===== src/hss_pkg.sv =====
// Shared types, constants and the coil pattern table of the half-step stepper sequencer.
// No dependencies; every other file imports this package.
package hss_pkg;

  localparam int MODE_W        = 2;
  localparam int MOVE_STEPS_W  = 16;
  localparam int COILS_W       = 4;
  localparam int POSITION_W    = 32;
  localparam int REMAINING_W   = 16;
  localparam int PHASE_W       = 3;
  localparam int DEFAULT_MOVE_COUNT_BITS = 16;

  typedef enum logic [MODE_W-1:0] {
    MODE_TICK  = 2'd0,
    MODE_START = 2'd1,
    MODE_STOP  = 2'd2,
    MODE_MOVE  = 2'd3
  } hss_mode_t;

  // One result beat, as handed from the state unit to the output register.
  typedef struct packed {
    logic [COILS_W-1:0]            coils;
    logic signed [POSITION_W-1:0]  position;
    logic [REMAINING_W-1:0]        remaining;
    logic                          moving;
    logic                          stepped;
  } hss_result_t;

  // Half-step coil pattern for each phase: 9,1,3,2,6,4,12,8.
  function automatic logic [COILS_W-1:0] coil_pattern(input logic [PHASE_W-1:0] phase);
    logic [COILS_W-1:0] pat;
    case (phase)
      3'd0:    pat = 4'd9;
      3'd1:    pat = 4'd1;
      3'd2:    pat = 4'd3;
      3'd3:    pat = 4'd2;
      3'd4:    pat = 4'd6;
      3'd5:    pat = 4'd4;
      3'd6:    pat = 4'd12;
      default: pat = 4'd8;
    endcase
    return pat;
  endfunction

endpackage


===== src/hss_channels.sv =====
// Valid/ready channel interfaces for command beats and result beats.
// Depends on hss_pkg for field widths.
interface hss_cmd_if;
  import hss_pkg::*;

  logic                     valid;
  logic                     ready;
  logic [MODE_W-1:0]        mode;
  logic                     dir;
  logic [MOVE_STEPS_W-1:0]  move_steps;

  modport source (output valid, output mode, output dir, output move_steps, input ready);
  modport sink   (input valid, input mode, input dir, input move_steps, output ready);
endinterface

interface hss_res_if;
  import hss_pkg::*;

  logic                          valid;
  logic                          ready;
  logic [COILS_W-1:0]            coils;
  logic signed [POSITION_W-1:0]  position;
  logic [REMAINING_W-1:0]        remaining;
  logic                          moving;
  logic                          stepped;

  modport source (output valid, output coils, output position, output remaining,
                  output moving, output stepped, input ready);
  modport sink   (input valid, input coils, input position, input remaining,
                  input moving, input stepped, output ready);
endinterface


===== src/hss_motor_state.sv =====
// Motor state registers (phase, position, count, mode, direction, coils) and
// their per-command update. Depends on hss_pkg.
module hss_motor_state
  import hss_pkg::*;
#(
  parameter int MOVE_COUNT_BITS = DEFAULT_MOVE_COUNT_BITS
) (
  input  logic                     clk,
  input  logic                     rst_n,
  input  logic                     fire,
  input  logic [MODE_W-1:0]        mode,
  input  logic                     dir,
  input  logic [MOVE_STEPS_W-1:0]  move_steps,
  output hss_result_t              res_nxt
);

  logic [PHASE_W-1:0]           phase_r,  phase_nxt;
  logic signed [POSITION_W-1:0] pos_r,    pos_nxt;
  logic [MOVE_COUNT_BITS-1:0]   left_r,   left_nxt;
  logic                         cont_r,   cont_nxt;
  logic                         ccw_r,    ccw_nxt;
  logic [COILS_W-1:0]           coils_r,  coils_nxt;
  logic                         stepped;
  logic                         busy;

  assign busy = cont_r || (left_r != '0);

  always_comb begin
    phase_nxt = phase_r;
    pos_nxt   = pos_r;
    left_nxt  = left_r;
    cont_nxt  = cont_r;
    ccw_nxt   = ccw_r;
    coils_nxt = coils_r;
    stepped   = 1'b0;
    case (mode)
      MODE_TICK: begin
        if (busy) begin
          // Drive the current phase, then advance
          coils_nxt = coil_pattern(phase_r);
          stepped   = 1'b1;
          if (ccw_r) begin
            phase_nxt = phase_r - 1'b1;
            pos_nxt   = pos_r - 32'sd1;
          end else begin
            phase_nxt = phase_r + 1'b1;
            pos_nxt   = pos_r + 32'sd1;
          end
          if (left_r != '0) begin
            left_nxt = left_r - 1'b1;
          end
        end
      end
      MODE_START: begin
        ccw_nxt  = dir;
        cont_nxt = 1'b1;
      end
      MODE_STOP: begin
        cont_nxt = 1'b0;
        left_nxt = '0;
      end
      MODE_MOVE: begin
        ccw_nxt  = dir;
        left_nxt = MOVE_COUNT_BITS'(move_steps);
      end
      default: begin
        stepped = 1'b0;
      end
    endcase
  end

  always_comb begin
    res_nxt.coils     = coils_nxt;
    res_nxt.position  = pos_nxt;
    res_nxt.remaining = REMAINING_W'(left_nxt);
    res_nxt.moving    = cont_nxt || (left_nxt != '0);
    res_nxt.stepped   = stepped;
  end

  always_ff @(posedge clk) begin
    if (!rst_n) begin
      phase_r <= '0;
      pos_r   <= '0;
      left_r  <= '0;
      cont_r  <= 1'b0;
      ccw_r   <= 1'b0;
      coils_r <= '0;
    end else if (fire) begin
      phase_r <= phase_nxt;
      pos_r   <= pos_nxt;
      left_r  <= left_nxt;
      cont_r  <= cont_nxt;
      ccw_r   <= ccw_nxt;
      coils_r <= coils_nxt;
    end
  end

endmodule


===== src/half_step_stepper_sequencer.sv =====
// Top level of the half-step stepper sequencer: command channel in, result channel out.
// Depends on hss_pkg, hss_channels (hss_cmd_if, hss_res_if) and hss_motor_state.
//
// Usage:
//   in_bus carries one command per beat: tick, start continuous, stop, or
//   move by a step count, with a direction for start and move.
//   out_bus returns exactly one result beat per command: coil levels, signed
//   position, remaining count, moving flag and whether this beat stepped.
//   The result of a command is registered and is valid right after the edge
//   that accepts it. Throughput is one command per cycle while the receiver
//   takes each result; the state update for a command is a single pass of
//   logic between the command handshake and the result register.
//   While the receiver stalls, the result register holds its beat and the
//   command channel is ready only in the cycle the held beat is taken, so
//   a new command may enter in the same cycle the old result leaves.
//   Synchronous reset clears the phase, position, count, continuous mode,
//   direction (clockwise) and coils (all off), and empties the result
//   register. The command channel is ready in the first cycle after reset.
module half_step_stepper_sequencer
  import hss_pkg::*;
#(
  parameter int MOVE_COUNT_BITS = DEFAULT_MOVE_COUNT_BITS
) (
  input  logic       clk,
  input  logic       rst_n,
  hss_cmd_if.sink    in_bus,
  hss_res_if.source  out_bus
);

  hss_result_t res_nxt;
  hss_result_t res_r;
  logic        out_valid_r;
  logic        fire;

  // Accept a command whenever the result slot is empty or being drained
  assign in_bus.ready = !out_valid_r || out_bus.ready;
  assign fire         = in_bus.valid && in_bus.ready;

  hss_motor_state #(
    .MOVE_COUNT_BITS (MOVE_COUNT_BITS)
  ) u_state (
    .clk        (clk),
    .rst_n      (rst_n),
    .fire       (fire),
    .mode       (in_bus.mode),
    .dir        (in_bus.dir),
    .move_steps (in_bus.move_steps),
    .res_nxt    (res_nxt)
  );

  // Valid flag: set on a command beat, drop once the beat is taken
  always_ff @(posedge clk) begin
    if (!rst_n) begin
      out_valid_r <= 1'b0;
    end else if (fire) begin
      out_valid_r <= 1'b1;
    end else if (out_bus.ready) begin
      out_valid_r <= 1'b0;
    end
  end

  // Payload: load with each command's result, hold while stalled
  always_ff @(posedge clk) begin
    if (fire) begin
      res_r <= res_nxt;
    end
  end

  assign out_bus.valid     = out_valid_r;
  assign out_bus.coils     = res_r.coils;
  assign out_bus.position  = res_r.position;
  assign out_bus.remaining = res_r.remaining;
  assign out_bus.moving    = res_r.moving;
  assign out_bus.stepped   = res_r.stepped;

endmodule


===== src/flat_wrapper.sv =====
// flat-port wrapper written by rule: the top's interface ports become plain ports
module half_step_stepper_sequencer_flat import hss_pkg::*;
#(
  parameter int MOVE_COUNT_BITS = DEFAULT_MOVE_COUNT_BITS
)
  (clk, rst_n, in_bus_valid, in_bus_mode, in_bus_dir, in_bus_move_steps, in_bus_ready, out_bus_valid, out_bus_coils, out_bus_position, out_bus_remaining, out_bus_moving, out_bus_stepped, out_bus_ready);
  hss_cmd_if in_bus_i ();
  hss_res_if out_bus_i ();
  input  logic clk;
  input  logic rst_n;
  input wire logic [$bits(in_bus_i.valid)-1:0] in_bus_valid;
  input wire logic [$bits(in_bus_i.mode)-1:0] in_bus_mode;
  input wire logic [$bits(in_bus_i.dir)-1:0] in_bus_dir;
  input wire logic [$bits(in_bus_i.move_steps)-1:0] in_bus_move_steps;
  output wire logic [$bits(in_bus_i.ready)-1:0] in_bus_ready;
  output wire logic [$bits(out_bus_i.valid)-1:0] out_bus_valid;
  output wire logic [$bits(out_bus_i.coils)-1:0] out_bus_coils;
  output wire logic [$bits(out_bus_i.position)-1:0] out_bus_position;
  output wire logic [$bits(out_bus_i.remaining)-1:0] out_bus_remaining;
  output wire logic [$bits(out_bus_i.moving)-1:0] out_bus_moving;
  output wire logic [$bits(out_bus_i.stepped)-1:0] out_bus_stepped;
  input wire logic [$bits(out_bus_i.ready)-1:0] out_bus_ready;
  assign in_bus_i.valid = in_bus_valid;
  assign in_bus_i.mode = in_bus_mode;
  assign in_bus_i.dir = in_bus_dir;
  assign in_bus_i.move_steps = in_bus_move_steps;
  assign in_bus_ready = in_bus_i.ready;
  assign out_bus_valid = out_bus_i.valid;
  assign out_bus_coils = out_bus_i.coils;
  assign out_bus_position = out_bus_i.position;
  assign out_bus_remaining = out_bus_i.remaining;
  assign out_bus_moving = out_bus_i.moving;
  assign out_bus_stepped = out_bus_i.stepped;
  assign out_bus_i.ready = out_bus_ready;
  half_step_stepper_sequencer #(.MOVE_COUNT_BITS(MOVE_COUNT_BITS)) u_core (.clk(clk), .rst_n(rst_n), .in_bus(in_bus_i), .out_bus(out_bus_i));
endmodule

===== config.mk =====
export PLATFORM = sky130hd
export DESIGN_NAME = half_step_stepper_sequencer_flat
export DESIGN_NICKNAME = d
export VERILOG_FILES = /design/src/hss_pkg.sv /design/src/hss_channels.sv /design/src/hss_motor_state.sv /design/src/half_step_stepper_sequencer.sv /design/src/flat_wrapper.sv
export SDC_FILE = /design/constraint.sdc
export NUM_CORES = 1
export LEC_CHECK = 0
export CAP_MARGIN = 25
export CELL_PAD_IN_SITES_DETAIL_PLACEMENT = 0
export CELL_PAD_IN_SITES_GLOBAL_PLACEMENT = 1
export CORE_MARGIN = 2
export CORE_UTILIZATION = 55
export CTS_BUF_LIST = sky130_fd_sc_hd__clkbuf_8
export DETAILED_ROUTE_END_ITERATION = 7
export DONT_BUFFER_PORTS = 1
export GPL_TIMING_DRIVEN = 1
export PLACE_DENSITY = 0.91
export SLEW_MARGIN = 20
export SYNTH_ARGS = -nofsm -noshare
export SYNTH_HDL_FRONTEND = slang
export SYNTH_SLANG_ARGS = --single-unit

===== constraint.sdc =====
create_clock -name clk -period 8.4 [get_ports clk]
set_input_delay 0.42 -clock clk [delete_from_list [all_inputs] [get_ports clk]]
set_output_delay 0.42 -clock clk [all_outputs]
set_load 0.005 [all_outputs]

# After elaboration in Yosys (flattened, before gate mapping)
# Index checks and enable logic that the tools add are counted.
# word_totals
latchBits	0
n_memories	0
mem_bits_ro	0
ff_bits	112
wordCells	53
ramBits	0
# op_classes
eq_ne	9
n_reduce_logical	13
n_lt_le_gt_ge	0
n_mul	0
muxes	14
n_div	0
shifts	0
bitwise	0
addsub	5
# op_table
cell	n
2-to-1 mux 32 bit	3
one-hot mux 16 bit (3 select lines)	1
adder 32 x 2 -> 32 bit, second input constant	1
2-to-1 mux 16 bit	2
nonzero test 16 bit	2
subtractor 32 x 2 -> 32 bit, second input constant	1
one-hot mux 4 bit (7 select lines)	1
subtractor 16 x 1 -> 16 bit, second input constant	1
== test 3 bit, second input constant	3
2-to-1 mux 4 bit	2
== test 3 x 2 -> 1 bit, second input constant	2
== test 2 bit, second input constant	2
adder 3 x 1 -> 3 bit, second input constant	1
== test 3 x 1 -> 1 bit, second input constant	1
zero test 3 bit	1
logical OR 1 bit	3
2-to-1 mux 1 bit	3
2-to-1 mux 3 bit	1
AND reduction 3 bit	1
subtractor 3 x 1 -> 3 bit, second input constant	1
== test 2 x 1 -> 1 bit, second input constant	1
zero test 2 bit	1
one-hot mux 1 bit (2 select lines)	1
AND reduction 2 bit	1
4 further kinds	4

# Depth between registers and ports, before layout
# Gate-level depths: netlist of run 1.
# logic_depth
depth_word	6
depth_mapped	12

# Cells and area by module
# A second synthesis of run 1 with hierarchy kept.
# hier_totals
cells_unflattened	751
area_unflattened_um2	6620.1
# modules_own_cells
mod	area_each_um2	instances	cells_per_inst	seq_area_each_um2
hss_motor_state	4941.0	1	692	1141.1
half_step_stepper_sequencer	1679.1	1	59	1641.6

# Worst setup path after synthesis of run 1
# No wires, ideal clock.
# synth_timing
path_kind	flip-flop to flip-flop
start	register u_core.u_state.ccw_r
end	register u_core.res_r, in the netlist u_core.out_bus.position[31], data pin
slack_ns	5.114
n_path_buf	0
setup_time_ns	0.263
stages_incl_launch_ff	11
arrival_ns	3.023
path_cell_list	dfxtp_1 ha_1 a21o_1 a21o_1 a21oi_1 o21bai_1 a21o_1 a211oi_4 or2_4 a21oi_1 a2111o_1
# synth_rtl
item	line	source
start: declaration	hss_motor_state.sv:21	logic ccw_r, ccw_nxt;
start signal: assignment	hss_motor_state.sv:93	ccw_r <= ccw_nxt;
end signal: assignment	half_step_stepper_sequencer.sv:65	res_r <= res_nxt;
end: declaration	half_step_stepper_sequencer.sv:31	hss_result_t res_r;

# Worst setup path after layout of run 1
# layout_timing
start	register u_core.u_state.left_r[7]
end	register u_core.u_state.pos_r[31]
# layout_between
elab_chain_cells	4
# layout_rtl
item	line	source
start: declaration	hss_motor_state.sv:19	logic [MOVE_COUNT_BITS-1:0] left_r, left_nxt;
start signal: assignment	hss_motor_state.sv:91	left_r <= left_nxt;
nonzero test 16 bit	hss_motor_state.sv:26	assign busy = cont_r || (left_r != '0);
logical OR 1 bit	hss_motor_state.sv:26	
2-to-1 mux 32 bit	hss_motor_state.sv:38	if (busy) begin
2-to-1 mux 32 bit	hss_motor_state.sv:36	case (mode)
end signal: assignment	hss_motor_state.sv:90	pos_r <= pos_nxt;
end: declaration	hss_motor_state.sv:18	logic signed [POSITION_W-1:0] pos_r, pos_nxt;
# Every way passes these cells.
# A chain may end at the register's enable or synchronous reset.

==> reports/qor.yml, run 1 <==
worst_setup_path:
  crit_chain: "nor4_4 -> and4_4 -> nand2_2 -> o21ai_4 -> buf_4 -> inv_2 -> nand2_2 -> buf_16 -> nor2_1 -> a31oi_1 -> o2111a_1 -> o21ai_1"
  rr_endpoint: "u_core.u_state.pos_r[31]"
  worst_r2r_path_depth: 12
  path_class: "reg -> reg"
  cp.arrival_ps: 3670
  crit_path_max_fanout: 73
  crit_top_cell: "nand2_2"
  crit_family: "simple AND/OR/NAND/NOR gates"
  crit_buf_inv: 3
  worstSetupEndpointType: "flop"
  cp-start-kind: "flop"
  critPathRequiredTime_ps: 8690
  reg2reg_from: "u_core.u_state.left_r[7]"
  slowest_delay_ps: 540
  reg2reg_setup_slack_ps: 5030
  cp_slowest_cell: "buf_4"
power_and_ir_drop:
  power.leakage_nw: 2.86
  irDropWorstVdd_mv: 0.111
  power.density_mw_per_mm2: 160
die:
  die_area_mm2: 0.0134
  num_rows: 40
  ioPinCount: 79
  die_w_um: 116
  coreArea_mm2: 0.0121
  start_util_pct: 56.8
  dieHeight_um: 116
worst_hold_path:
  hp-class: "in -> reg"
  hold_end: "u_core.u_state.pos_r[14]"
  hp-start: "rst_n"
  whs_path_depth: 1
finish:
  antenna_cells: 0
  area_growth_pct: 4.82
  nets: 816
  drive_above_1_share_pct: 7.41
  fin_area_mm2: 0.00718
flow_run:
  cap_viol_max_count: 0
yosys:
  synth_top_area_cell: "edfxtp_1"
  synth_area_per_cell_um2: 8.86
  ys_warn_count: 0
  yosys-top-cells-area: "edfxtp_1 (24%), dfxtp_1 (17%), ha_1 (7.5%)"
  synthFlopType: "dfxtp_1"
  syn_inst: 773
  yosysTopAreaCellShare_pct: 23.7
  synth-seq-cells: 112
  ys_seq_area_share_pct: 40.6
  synth_area_mm2: 0.00685
  synth-edff-count: 54
  synthArstFlopShare_pct: 0
  synthesis.nets: 838
  synth_cell_types: 79
sta:
  rsz0062_at_grt: "no"
  tightest_slew_ps: 973
  tns_ps: 0
  drv_slew: 0
  slew_headroom_pct: 35.1
  fmax_mhz: 296
  period_share_pct: 40.2
  hold_violations: 0
  clock_skew_ps: 13.1
  setup-violations-final: 0
  post-route-min-period_ps: 3370
clocking:
  postCtsHoldBufs: 0
  clk_latency_ps: 390
  cts_buffers: 9
  cts_root_buffer: "clkbuf_8"
  clock_sinks: 112
  postCtsSetupBuffers: 0
  htree_levels: 3
  cts_tree: "done"
  clockBufferDepth: 2
  path_clk_slew_ps: 100
  cts_resized: 0
place:
  dp_hpwl_mm: 10.3
  placed_area_mm2: 0.00692
  port_buffers: 0
  gp_congestion: 0.877
route:
  drc_errors: 0
  drt_first_pass_iters: 5
  vias_per_cell: 6.01
  avgRoutedWirePerCell_um: 16.6
  drt_iter0_markers: 465
  wirelength_mm: 15.3
  drtAntennaViolNets: 0
  vias: 5553
grt:
  grt_antenna_before_repair: 0
  grt_max_degree: 84
  grt_overflow: 0
  grt_pass1_vias: 5112
  grt_pass1_wl_mm: 25.3
  grt_use_total_pct: 23.7
status:
  outcome: "completed"
==> power breakdown <==
group | leakage [nW] | switching [mW] | total, mW | internal [mW]
Combinational | 1.73 | 0.112 | 0.170 | 0.0581
Sequential | 1.02 | 0.0219 | 0.628 | 0.607
Clock | 0.114 | 0.185 | 0.354 | 0.169
Total | 2.86 | 0.319 | 1.15 | 0.833
==> kinds of logic after synthesis <==
family                   after synthesis  synth area share, %
AO/OA/AOI/OAI                        234                 23.4
XOR/XNOR                              29                 3.71
adder cells (fa/ha/maj)               42                 7.78
buffers and inverters                 75                 4.55
flip-flops                           112                 40.6
multiplexers                           3                0.438
AND/OR/NAND/NOR                      278                 19.5
==> layout by cell type (no fill, tap or decap), drive strengths merged, types with 6 or more instances in the layout <==
cell,netlist,final
and2,12,12
a21oi,58,58
edfxtp,54,54
xor2,12,12
or3,8,8
nand3,23,23
buf,14,8
nand4,6,6
nor4,8,8
ha,41,41
a21o,24,24
o21ai,64,64
xnor2,17,17
a32oi,10,10
a211oi,22,22
inv,34,36
nand4b,6,6
dfxtp,58,58
nor3,19,19
nor2,85,85
o211ai,7,7
nand2b,7,7
nand2,85,85
clkbuf,27,9
==> stage by stage <==
step | std cells | power, mW | setup WS [ps] | hold slack (ps) | util [%]
after floorplan | 773 | 0.770 | 5110 | 437 | -
after global placement | 906 | 0.803 | 4990 | 442 | 57.4
after detailed placement | 906 | 0.807 | 4830 | 451 | 57.4
after CTS | 922 | 1.16 | 4830 | 123 | 59.2
after global routing | 924 | 1.21 | 4730 | 131 | 59.5
final | 924 | 1.15 | 5030 | 145 | 59.5
==> synthesized netlist by cell type, types with 12 or more instances <==
master	n
nor2_1	85
a21oi_1	54
a21o_1	23
xnor2_1	17
o21ai_0	55
xor2_1	12
and2_1	12
nand3_1	23
edfxtp_1	54
nand2_1	83
nor3_1	18
inv_1	33
a211oi_1	16
dfxtp_1	58
ha_1	41
clkbuf_1	27
==> flip-flops by register name (all words and copies together), names as in the netlist <==
name                      count
u_core.u_state.phase_r        3
u_core.out_bus.remaining     16
u_core.out_bus.coils          4
u_core.u_state.pos_r         32
u_core.out_bus.position      32
u_core.out_bus.valid          1
u_core.u_state.ccw_r          1
u_core.out_bus.moving         1
u_core.out_bus.stepped        1
u_core.u_state.cont_r         1
u_core.u_state.left_r        16
u_core.u_state.coils_r        4
==> area by class of cell <==
cell class                      count  area [um2]
Clock inverter                      7        92.6
Inverter                           34         128
Clock buffer                        9         124
Fill cell                        1065        4880
Sequential cell                   112        2780
Tap cell                          168         210
Timing Repair Buffer                8        87.6
Multi-Input combinational cell    586        3760
==> metal layers <==
metal | vias to the layer above | GRT usage (%) | wire, um | share of wire [%]
met5 | - | 0 | 0 | 0
met4 | 0 | 9.08 | 247 | 1.6
met3 | 17 | 3.24 | 676 | 4.4
met2 | 143 | 38.2 | 7160 | 47
met1 | 2626 | 32.6 | 7250 | 47
li1 | 2767 | - | - | -
==> worst max path at each step <==
stage	start	end	slack, ps	depth (start not counted)
4_1_cts	u_core.u_state.left_r[12]	u_core.u_state.pos_r[31]	4830	11
6_report	u_core.u_state.left_r[7]	u_core.u_state.pos_r[31]	5030	12
5_1_grt	u_core.u_state.left_r[12]	u_core.u_state.pos_r[31]	4730	12
3_5_place_dp	u_core.u_state.left_r[12]	u_core.u_state.pos_r[31]	4830	11
3_3_place_gp	out_bus_ready	u_core.u_state.pos_r[17]	4990	8
2_1_floorplan	u_core.u_state.ccw_r	u_core.out_bus.position[31]	5110	10
No activity file was read; power rests on OpenSTA's default activity.
==> inputs of run 2 (changes only) <==
Settings changed: CORE_UTILIZATION 55 to 51, PLACE_DENSITY 0.91 to 0.85.
Clock period 8.4 ns to 3.5 ns, I/O delays scaled along.
==> reports/qor.yml, run 2 (same netlist as run 1, synthesis figures left out) <==
sta:
  rsz0062_at_grt: "no"
  fmax_mhz: 329
  setup-violations-final: 0
  timing.final.ws_setup_ps: 461
  clock_skew_ps: 19.6
  post-route-min-period_ps: 3040
  tightest_slew_ps: 849
  hold_violations: 0
  slew_headroom_pct: 43.2
  period_share_pct: 86.8
  drv_slew: 0
  tns_ps: 0
clocking:
  cts_root_buffer: "clkbuf_8"
  path_clk_slew_ps: 110
  clock_sinks: 112
  cts_tree: "done"
  htree_levels: 3
  cts_resized: 0
  cts_buffers: 9
  clk_latency_ps: 400
  clockBufferDepth: 2
power_and_ir_drop:
  total_power_mw: 2.72
  power.leakage_nw: 2.88
  power.density_mw_per_mm2: 378
  irDropWorstVdd_mv: 0.203
die:
  num_rows: 42
  start_util_pct: 51.9
  die_area_mm2: 0.0144
  dieHeight_um: 120
  ioPinCount: 79
  die_w_um: 120
  coreArea_mm2: 0.0132
worst_setup_path:
  crit_buf_inv: 1
  worstSetupEndpointType: "flop"
  reg2reg_from: "u_core.u_state.ccw_r"
  cp-start-kind: "flop"
  rr_endpoint: "u_core.out_bus.position[31]"
  slowest_delay_ps: 400
  worst_r2r_path_depth: 11
  crit_path_max_fanout: 17
  crit_chain: "buf_4 -> ha_1 -> a21o_1 -> a21o_1 -> a21oi_1 -> o21bai_1 -> a21o_1 -> a211oi_4 -> or2_4 -> a21oi_1 -> a2111o_1"
  path_class: "reg -> reg"
  crit_top_cell: "a21o_1"
  cp_slowest_cell: "a211oi_4"
  cp.arrival_ps: 3190
  crit_family: "compound AO/OA/AOI/OAI gates"
  reg2reg_setup_slack_ps: 460
  critPathRequiredTime_ps: 3650
worst_hold_path:
  hp-start: "in_bus_move_steps[6]"
  hold_end: "u_core.out_bus.remaining[6]"
  whs_path_depth: 2
  hp-class: "in -> reg"
route:
  drt_first_pass_iters: 5
  vias_per_cell: 5.90
  drc_errors: 0
  drt_iter0_markers: 452
  drtAntennaViolNets: 0
  vias: 5539
  wirelength_mm: 16.1
  avgRoutedWirePerCell_um: 17.2
place:
  dp_slack_ps: 478
  gp_congestion: 0.846
  port_buffers: 0
  dp_hpwl_mm: 11.3
grt:
  grt_overflow: 0
  grt_use_total_pct: 22.4
  grt_antenna_before_repair: 0
  grt_max_degree: 53
  grt_pass1_wl_mm: 25.7
  grt_pass1_vias: 5164
status:
  outcome: "completed"
finish:
  final_cell_mix: "nor2_1 (85), nand2_1 (83), dfxtp_1 (58), o21ai_0 (55)"
  area_growth_pct: 5.28
  nets: 823
  layout_commonest_cell: "nor2_1"
  antenna_cells: 0
  drive_above_1_share_pct: 7.60
flow_run:
  cap_viol_max_count: 0
run 2: changes by cell type in the layout (fill, tap and decap cells not counted), sizes merged:
cell         before  now
clkinv            3    2
bufinv            2    1
inv              36   38
dlygate4sd3       0    3
buf               8   12
run 2: through the flow:
step / instance area, um2 / hold WS (ps) / instances / utilization, %
floorplan: 6850 / 304 / 773 / -
global placement: 6990 / 301 / 920 / 53.0
detailed placement: 6990 / 306 / 920 / 53.0
CTS: 7210 / 16.2 / 939 / 54.7
global route: 7210 / 35.1 / 939 / 54.7
finish: 7210 / 35.2 / 939 / 54.7
run 2: worst max-delay path by stage:
stage | endpoint | cells after the start | from | slack, ps
global placement | u_core.out_bus.position[31] | 11 | u_core.u_state.ccw_r | 570
global route | u_core.u_state.pos_r[30] | 12 | u_core.u_state.ccw_r | 270
finish | u_core.out_bus.position[31] | 11 | u_core.u_state.ccw_r | 460
detailed placement | u_core.out_bus.position[31] | 11 | u_core.u_state.ccw_r | 480
CTS | u_core.out_bus.position[31] | 11 | u_core.u_state.ccw_r | 460
floorplan | u_core.out_bus.position[31] | 10 | u_core.u_state.ccw_r | 210
run 2: routing by layer:
metal / GRT usage, % / vias to the layer above / part of all wire [%]
li1: - / 2793 / -
met1: 30.1 / 2570 / 46
met2: 36.4 / 155 / 47
met3: 4.75 / 21 / 5.1
met4: 6.91 / 0 / 1.6
met5: 0 / - / 0
run 2: report_power, final:
part	leakage, nW	total (mW)	switching (mW)	internal [mW]
clock network	0.103	0.795	0.462	0.333
logic	1.76	0.419	0.276	0.144
registers	1.02	1.51	0.0532	1.46
total	2.88	2.72	0.791	1.93
run 2: final cells by class:
cell class                      instances  area [um2]
Fill cell                            1198        5980
Multi-Input combinational cell        586        3760
Sequential cell                       112        2780
Tap cell                              176         220
Timing Repair Buffer                   15         133
Inverter                               34         128
Clock buffer                            9         124
Clock inverter                          7        68.8
run 2: repair_timing:
action,in CTS,in global routing
setup buffers,0,0
setup endpoints to repair,0,0
hold buffers,3,0
endpoints found under the hold margin,17,0
==> inputs of run 3 (changes only) <==
Settings changed: PLACE_DENSITY 0.85 to 0.92.
==> reports/qor.yml, run 3 (same netlist as run 1, synthesis figures left out) <==
sta:
  drv_slew: 0
  slew_headroom_pct: 47.5
  rsz0062_at_grt: "no"
  tns_ps: 0
  hold_violations: 0
  fmax_mhz: 324
  setup-violations-final: 0
  clock_skew_ps: 17.3
  tightest_slew_ps: 784
  post-route-min-period_ps: 3090
  period_share_pct: 88.2
die:
  num_rows: 42
  die_w_um: 120
  die_area_mm2: 0.0144
  start_util_pct: 51.9
  ioPinCount: 79
  dieHeight_um: 120
  coreArea_mm2: 0.0132
flow_run:
  cap_viol_max_count: 0
grt:
  met1_usage_pct: 28.6
  grt_pass1_wl_mm: 25.5
  grt_pass1_vias: 5250
  grt_overflow: 0
  grt_antenna_before_repair: 0
  grtUsageMet3_pct: 4.09
  use_met2_pct: 36.6
  grt_max_degree: 38
  grt_use_total_pct: 22.0
  busiest_layer: "met2"
worst_hold_path:
  hp-start: "rst_n"
  hp-class: "in -> reg"
place:
  gp_congestion: 0.911
  dp_hpwl_mm: 11.0
  placed_area_mm2: 0.00699
  port_buffers: 0
clocking:
  cts_resized: 0
  cts_root_buffer: "clkbuf_8"
  clock_sinks: 112
  cts_tree: "done"
  htree_levels: 3
  clockBufferDepth: 2
  clk_latency_ps: 390
  cts_buffers: 9
  path_clk_slew_ps: 100
route:
  wirelength_mm: 15.7
  drc_errors: 0
  vias: 5622
  drt_first_pass_iters: 5
  drt_iter0_markers: 364
  vias_per_cell: 5.99
  drtAntennaViolNets: 0
  avgRoutedWirePerCell_um: 16.7
worst_setup_path:
  startpoint: "u_core.u_state.ccw_r"
  cp-start-kind: "flop"
  cp.arrival_ps: 3230
  reg2reg_from: "u_core.u_state.ccw_r"
  path_class: "reg -> reg"
  worstSetupEndpointType: "flop"
  crit_path_max_fanout: 37
  critPathRequiredTime_ps: 3650
finish:
  area_growth_pct: 4.97
  drive_above_1_share_pct: 7.73
  fin_area_mm2: 0.00719
  final-seq-area_mm2: 0.00278
  nets: 823
  multi_input_area_mm2: 0.00376
  antenna_cells: 0
  fillCellCount: 1188
  layout_commonest_cell: "nor2_1"
  final_cell_mix: "nor2_1 (85), nand2_1 (83), dfxtp_1 (58), o21ai_0 (55)"
power_and_ir_drop:
  pwr-share-comb_pct: 15.8
  irDropWorstVdd_mv: 0.167
  total_power_mw: 2.63
  switching_share_pct: 29.4
  pwr-share-seq_pct: 57.4
  power.density_mw_per_mm2: 366
  power.leakage_nw: 2.85
  p_clk_share_pct: 26.8
  p_int_mw: 1.86
  p_switching_mw: 0.772
status:
  outcome: "completed"
## run 3: cell count changes in the layout (fill, tap and decap cells not counted), sizes merged
cell and delta:
bufinv -1, inv -3, clkinvlp +3, clkinv +1
## run 3: layer usage
layer,routed length (um),vias to the layer above
met3,776,19
met5,0,-
met2,7510,165
li1,-,2792
met4,224,0
met1,7210,2646
## run 3: final timing paths
kind                                               endpoint  slack, ps  cells after the start
worst max-delay path            u_core.out_bus.position[31]        410                     11
worst min-delay path               u_core.u_state.pos_r[27]         20                      2
worst max register to register  u_core.out_bus.position[31]        410                     11
worst min register to register    u_core.u_state.coils_r[3]        460                      2
## run 3: what timing repair did
item	CTS	global route
endpoints found under the hold margin	17	0
buffers inserted	0	0
hold buffers	3	0
## run 3: worst max-delay path, cell delays in order, from the launching register on
cell and delay (ps):
dfxtp_1 370, buf_12 210, ha_1 320, a21o_1 210, a21o_1 200, a21oi_1 210
o21bai_1 90, a21o_1 220, a211oi_4 390, or2_4 210, a21oi_1 40, a2111o_1 340
## run 3: power groups by stage
stage          Combinational, mW  Clock [mW]  Sequential (mW)
6_report                   0.416       0.705             1.51
5_1_grt                    0.463       0.765             1.52
4_1_cts                    0.414       0.726             1.51
3_5_place_dp               0.405           0             1.54
3_3_place_gp               0.391           0             1.54
2_1_floorplan              0.318           0             1.53
## run 3: stage by stage
stage	utilization [%]	hold slack, ps	setup slack, ps	std cells
finish	54.5	21.9	414	939
global route	54.5	31.2	238	939
CTS	54.5	13.8	437	939
detailed placement	53.0	305	456	920
global placement	53.0	302	577	920
floorplan	-	304	214	773
## run 3: layout make-up
type                       instances  area share, %
multi-input combinational        586           52.2
tap                              176           3.06
sequential                       112           38.7
clock buffer                       9           1.72
inverter                          34           1.77
timing repair buffer              15           1.84
clock inverter                     7          0.661
